### config.mk
export PLATFORM = sky130hd
export DESIGN_NAME = utf8_char_segmenter
export DESIGN_NICKNAME = d
export VERILOG_FILES = /design/src/sv/ucs_pkg.sv /design/src/sv/ucs_step.sv /design/src/sv/utf8_char_segmenter.sv
export SDC_FILE = /design/constraint.sdc
export NUM_CORES = 1
export LEC_CHECK = 0
export BUFFER_PORTS_ARGS = -buffer_cell sky130_fd_sc_hd__buf_4
export CORE_ASPECT_RATIO = 1.1
export CORE_MARGIN = 2
export CORE_UTILIZATION = 48
export DETAILED_ROUTE_END_ITERATION = 7
export MAX_ROUTING_LAYER = met4
export PLACE_DENSITY = 0.74
export SLEW_MARGIN = 0
export SYNTH_ARGS = -nofsm -noshare
export SYNTH_HDL_FRONTEND = slang
export SYNTH_SLANG_ARGS = --single-unit
### constraint.sdc
create_clock -name i_clk -period 1.75 [get_ports i_clk]
set_input_delay 0 -clock i_clk [delete_from_list [all_inputs] [get_ports i_clk]]
set_output_delay 0 -clock i_clk [all_outputs]
set_load 0.02 [all_outputs]
### src/sv/ucs_pkg.sv
// Shared types and constants for the UTF-8 character segmenter.
// No dependencies; used by ucs_step and utf8_char_segmenter.
package ucs_pkg;

    localparam logic [2:0] ERR_OK      = 3'd0;
    localparam logic [2:0] ERR_BADLEAD = 3'd4;
    localparam logic [2:0] ERR_DISCARD = 3'd5;

    localparam logic [7:0] LEAD1_MASK = 8'h80;
    localparam logic [7:0] LEAD2_MASK = 8'hE0;
    localparam logic [7:0] LEAD2_CODE = 8'hC0;
    localparam logic [7:0] LEAD3_MASK = 8'hF0;
    localparam logic [7:0] LEAD3_CODE = 8'hE0;
    localparam logic [7:0] LEAD4_MASK = 8'hF8;
    localparam logic [7:0] LEAD4_CODE = 8'hF0;
    localparam logic [7:0] CONT_MASK  = 8'hC0;
    localparam logic [7:0] CONT_CODE  = 8'h80;

    typedef struct packed {
        logic [1:0] remaining;
        logic [2:0] cur_len;
        logic       failed;
    } t_state;

    localparam t_state STATE_CLEAR = '{remaining: 2'd0, cur_len: 3'd1, failed: 1'b0};

    typedef struct packed {
        logic [7:0] byte_out;
        logic       char_start;
        logic       char_end;
        logic [2:0] char_length;
        logic [2:0] error_code;
        logic       string_done;
    } t_result;

endpackage

### src/sv/ucs_step.sv
// Per-byte segmentation logic: one result and the next state from one byte.
// Depends on ucs_pkg.
module ucs_step (
    input  logic [7:0]      i_byte,
    input  logic            i_eos,
    input  ucs_pkg::t_state i_state,
    output ucs_pkg::t_result o_result,
    output ucs_pkg::t_state o_state
);

    logic [2:0] lead_len;
    logic       is_cont;
    logic [1:0] rem_dec;

    always_comb begin
        priority if ((i_byte & ucs_pkg::LEAD1_MASK) == 8'h00) begin
            lead_len = 3'd1;
        end else if ((i_byte & ucs_pkg::LEAD2_MASK) == ucs_pkg::LEAD2_CODE) begin
            lead_len = 3'd2;
        end else if ((i_byte & ucs_pkg::LEAD3_MASK) == ucs_pkg::LEAD3_CODE) begin
            lead_len = 3'd3;
        end else if ((i_byte & ucs_pkg::LEAD4_MASK) == ucs_pkg::LEAD4_CODE) begin
            lead_len = 3'd4;
        end else begin
            lead_len = 3'd0;
        end
    end

    assign is_cont = (i_byte & ucs_pkg::CONT_MASK) == ucs_pkg::CONT_CODE;
    assign rem_dec = i_state.remaining - 2'd1;

    always_comb begin
        o_result.byte_out    = i_byte;
        o_result.char_start  = 1'b0;
        o_result.char_end    = 1'b0;
        o_result.char_length = 3'd1;
        o_result.error_code  = ucs_pkg::ERR_OK;
        o_result.string_done = i_eos;
        o_state              = i_state;

        priority if (i_state.failed) begin
            o_result.error_code = ucs_pkg::ERR_DISCARD;
        end else if (i_state.remaining == 2'd0) begin
            o_result.char_start = 1'b1;
            priority if (lead_len == 3'd0) begin
                o_result.error_code = ucs_pkg::ERR_BADLEAD;
                o_state.failed      = 1'b1;
            end else if (lead_len == 3'd1) begin
                o_result.char_end = 1'b1;
            end else begin
                o_result.char_length = lead_len;
                o_state.cur_len      = lead_len;
                o_state.remaining    = 2'(lead_len - 3'd1);
                if (i_eos) begin
                    o_result.error_code = lead_len - 3'd1;
                end
            end
        end else begin
            o_result.char_length = i_state.cur_len;
            if (is_cont) begin
                o_state.remaining = rem_dec;
                if (rem_dec == 2'd0) begin
                    o_result.char_end = 1'b1;
                    o_state.cur_len   = 3'd1;
                end else if (i_eos) begin
                    o_result.error_code = i_state.cur_len - 3'd1;
                end
            end else begin
                o_result.error_code = i_state.cur_len - 3'd1;
                o_state.failed      = 1'b1;
            end
        end

        if (i_eos) begin
            o_state = ucs_pkg::STATE_CLEAR;
        end
    end

endmodule

### src/sv/utf8_char_segmenter.sv
// UTF-8 character segmenter top level: input register, step logic, result register.
// Depends on ucs_pkg and ucs_step.
// Input register, then ucs_step, then result register; character state updates once per byte.
// Throughput: one byte per cycle while the output is not stalled by i_ready low.
// Reset: synchronous active-low i_rst_n empties both registers and clears the
// character state to the start of a new string.
module utf8_char_segmenter (
    input  logic       i_clk,
    input  logic       i_rst_n,
    input  logic       i_valid,
    output logic       o_ready,
    input  logic [7:0] i_data_byte,
    input  logic       i_end_of_string,
    output logic       o_valid,
    input  logic       i_ready,
    output logic [7:0] o_byte_out,
    output logic       o_char_start,
    output logic       o_char_end,
    output logic [2:0] o_char_length,
    output logic [2:0] o_error_code,
    output logic       o_string_done
);

    logic             r_in_valid;
    logic [7:0]       r_in_byte;
    logic             r_in_eos;
    logic             r_out_valid;
    ucs_pkg::t_result r_result;
    ucs_pkg::t_state  r_state;

    ucs_pkg::t_result n_result;
    ucs_pkg::t_state  n_state;
    logic             advance;

    ucs_step u_step (
        .i_byte   (r_in_byte),
        .i_eos    (r_in_eos),
        .i_state  (r_state),
        .o_result (n_result),
        .o_state  (n_state)
    );

    assign advance = r_in_valid && (!r_out_valid || i_ready);
    assign o_ready = !r_in_valid || advance;

    always_ff @(posedge i_clk) begin
        if (!i_rst_n) begin
            r_in_valid  <= 1'b0;
            r_out_valid <= 1'b0;
            r_state     <= ucs_pkg::STATE_CLEAR;
        end else begin
            if (o_ready) begin
                r_in_valid <= i_valid;
            end
            if (advance) begin
                r_out_valid <= 1'b1;
                r_state     <= n_state;
            end else if (i_ready) begin
                r_out_valid <= 1'b0;
            end
        end
    end

    always_ff @(posedge i_clk) begin
        if (o_ready && i_valid) begin
            r_in_byte <= i_data_byte;
            r_in_eos  <= i_end_of_string;
        end
        if (advance) begin
            r_result <= n_result;
        end
    end

    assign o_valid       = r_out_valid;
    assign o_byte_out    = r_result.byte_out;
    assign o_char_start  = r_result.char_start;
    assign o_char_end    = r_result.char_end;
    assign o_char_length = r_result.char_length;
    assign o_error_code  = r_result.error_code;
    assign o_string_done = r_result.string_done;

`ifndef SYNTHESIS
    a_eos_clears: assert property (@(posedge i_clk) disable iff (!i_rst_n)
        (advance && r_in_eos) |=> (r_state == ucs_pkg::STATE_CLEAR))
        else $error("state not cleared after string end");

    a_rem_below_len: assert property (@(posedge i_clk) disable iff (!i_rst_n)
        (r_state.remaining != 2'd0) |-> ({1'b0, r_state.remaining} < r_state.cur_len))
        else $error("remaining count exceeds character length");

    a_end_ok: assert property (@(posedge i_clk) disable iff (!i_rst_n)
        (o_valid && o_char_end) |-> (o_error_code == ucs_pkg::ERR_OK))
        else $error("character end flagged with error");

    a_discard_flags: assert property (@(posedge i_clk) disable iff (!i_rst_n)
        (o_valid && o_error_code == ucs_pkg::ERR_DISCARD)
            |-> (!o_char_start && !o_char_end && o_char_length == 3'd1))
        else $error("discarded item carries character marks");
`endif

endmodule
==> metrics.txt <==
async set-reset flop share out of synthesis 0%; grt ovf 0; Synth cell types 41; worst reg-to-reg setup slack -0.06 ns; skew final approximately 0.0085 ns; worst hold stages 4; Initial Utilization 50.1%; largest net degree at the start of global routing 12; minimum clock period 1.81 ns; chip width between 50 and 60 µm; register area share after synthesis 61.6%; die height between 60 and 70 µm; final setup fails 5; DRT iter0 DRCs 30; Slew @ Worst Pin roughly 0.44 ns; IO buf count 31; Final Wtd Congestion roughly 0.90; io pins 32; clk buf depth 2; clk root buf clkbuf_4; # H-tree levels 2; Peak VDD IR 0.000575 V; CTS tree built; Die ar. 3650 µm²; Seq cells post-synth 34; DP Wirelength 2320 µm; PnR worst setup slack -0.0582 ns; fillcell total 219; Core Rows 21; R2R depth 6; Slew HR between 70% and 80%; CP startpoint kind flop; Final nets 209; Skew-Pair Late Insertion Delay 0.33 ns; Crit Path Class reg2reg; hold path startpoint i_ready; Mapped Area around 1500 µm²; vias in the first global route 1228; Initial DRT Pass Iterations 4; Core Area just over 3000 µm²; Tcrit/Tclk final 103%; share of layout cells above drive strength 1 between 30 and 40%; clk sink count 34; hold slack 0.366 ns; initial antenna violation count 0; All-Layer GR Usage 20.6%; Place WS -0.100 ns; ys flop type edfxtp_1; final antenna-violating net count 0; drt total wl 3390 µm; Final Hold Violating Endpoints 0; clock transition at the registers of the reported paths 0.10 ns; Crit Path Max Fanout 5; number of flops mapped to enable cells by yosys 26; Warnings, synthesis 0; Syn Inst Count about 130; Slew Limit Fails 0; outcome complete, but fails checks; worst r2r src r_in_byte[4]; Critical Path End Type flop; end of the worst register-to-register path r_state[5]; P per Cell Area roughly 750 nW/µm²; Lkg Pwr 0.869 nW; failing checks setup timing; critical path arrival 2.04 ns; Worst Hold Path EP o_ready; global-route wire length before repair ~5400 µm; Syn-to-layout area delta 42.0%; worst hold path class in2out; DRC 0; Ant. Diodes 0; maximum clock frequency 553 MHz; commonest non-fill, non-tap cell in the layout buf_4; TritonCTS Buffers 5; DR vias 1233; final instance area 2170 µm²; fin util 71.1%; Worst Path Required 1.99 ns; Mean Syn Cell Area 11.9 µm²; highest-count cells in the layout ignoring fill and taps buf_4 (51), edfxtp_1 (26), dlygate4sd3_1 (13); syn nets roughly 150; max_cap viols 0; Area after DPL 1910 µm²; Via density 5.43; Avg WL per Cell approximately 15 µm; RSZ-0062 raised after global routing yes
==> Yosys cell counts (3+ instances only) <==
cell type | number | area [µm²]
edfxtp_1 | 26 | 781
nand2_1 | 13 | 48.8
dfxtp_1 | 8 | 160
a21oi_1 | 7 | 35.0
nor2_1 | 7 | 26.3
clkbuf_1 | 5 | 18.8
nand3_1 | 5 | 25.0
o21ai_0 | 5 | 25.0
ha_1 | 4 | 50.1
inv_1 | 4 | 15.0
nand2b_1 | 4 | 25.0
o21a_1 | 4 | 30.0
nor2b_1 | 3 | 18.8
or3_1 | 3 | 18.8
==> cell families (layout without fill, tap and decap cells) <==
family / count (synthesis) / count (layout) / share of synthesized area, %
flip-flops: 34 / 34 / 61.6
adder cells (fa/ha/maj): 4 / 4 / 3.28
AO/OA/AOI/OAI: 30 / 30 / 14.4
XOR/XNOR: 1 / 1 / 0.574
AND/OR/NAND/NOR: 48 / 48 / 16.4
buffers and inverters: 11 / 76 / 3.69
==> critical path, cell delays in order, from the launching register on <==
cell and delay, ns:
edfxtp_1 0.46, o21a_4 0.27, ha_4 0.17, or3_4 0.41
a31oi_4 0.17, a21boi_2 0.17, o21ai_1 0.07
==> state kept, by name, indices dropped and copies added, names as in the netlist <==
| name | count |
|---|---|
| o_byte_out | 8 |
| r_in_byte | 8 |
| r_state | 6 |
| o_char_length | 3 |
| o_error_code | 3 |
| o_char_end | 1 |
| o_char_start | 1 |
| o_string_done | 1 |
| o_valid | 1 |
| r_in_eos | 1 |
| r_in_valid | 1 |
==> worst max path at each step <==
stage                 startpoint         end  slack (ns)  depth (start not counted)
global placement    r_in_byte[6]  r_state[5]       -0.04                          8
detailed placement  r_in_byte[5]  r_state[5]       -0.10                          7
floorplan           r_in_byte[6]  r_state[5]       -0.03                          8
global route        r_in_byte[4]  r_state[5]       -0.14                          7
CTS                 r_in_byte[6]  r_state[5]       -0.08                          8
finish              r_in_byte[4]  r_state[5]       -0.06                          6
==> per-stage QoR <==
stage	std cells	setup TNS (ns)	total power [mW]
after floorplan	128	-0.0560	1.09
after global placement	204	-0.102	1.19
after detailed placement	204	-0.427	1.20
after CTS	227	-0.172	1.62
after global routing	227	-0.760	1.69
final	227	-0.218	1.62
==> per-layer routing <==
metal  share of wire (%)  routed length (µm)  vias to the layer above  track usage [%]
met5                   0                   0                        -                -
met4                 2.3                  78                        0             9.01
met3                 5.3                 181                        9             4.31
met2                  54                1830                       49             35.7
met1                  38                1300                      576             22.5
li1                    -                   -                      599                -
==> area by class of cell <==
class                      instances  area [µm²]  area share, %
clock buffer                       6        41.3           1.90
clock inverter                     2        10.0          0.462
inverter                           4        15.0          0.692
multi-input combinational         83         606           27.9
sequential                        34         941           43.4
tap                               34        42.5           1.96
timing repair buffer              64         513           23.7
==> power breakdown <==
group | switching [mW] | leakage (nW) | total (mW) | internal, mW
combinational | 0.147 | 0.527 | 0.297 | 0.150
clock | 0.241 | 0.0320 | 0.394 | 0.153
sequential | 0.0190 | 0.310 | 0.932 | 0.913
total | 0.407 | 0.869 | 1.62 | 1.22
==> repair_timing <==
| item | in CTS | in global routing |
|---|---|---|
| pin swaps | 4 | 3 |
| resized for setup | 10 | 5 |
| hold buffers | 13 | 0 |
| endpoints found under the hold margin | 14 | 0 |
| buffers inserted | 2 | 0 |
| setup endpoints to repair | 9 | 10 |
(Power assumes the default switching activity.)
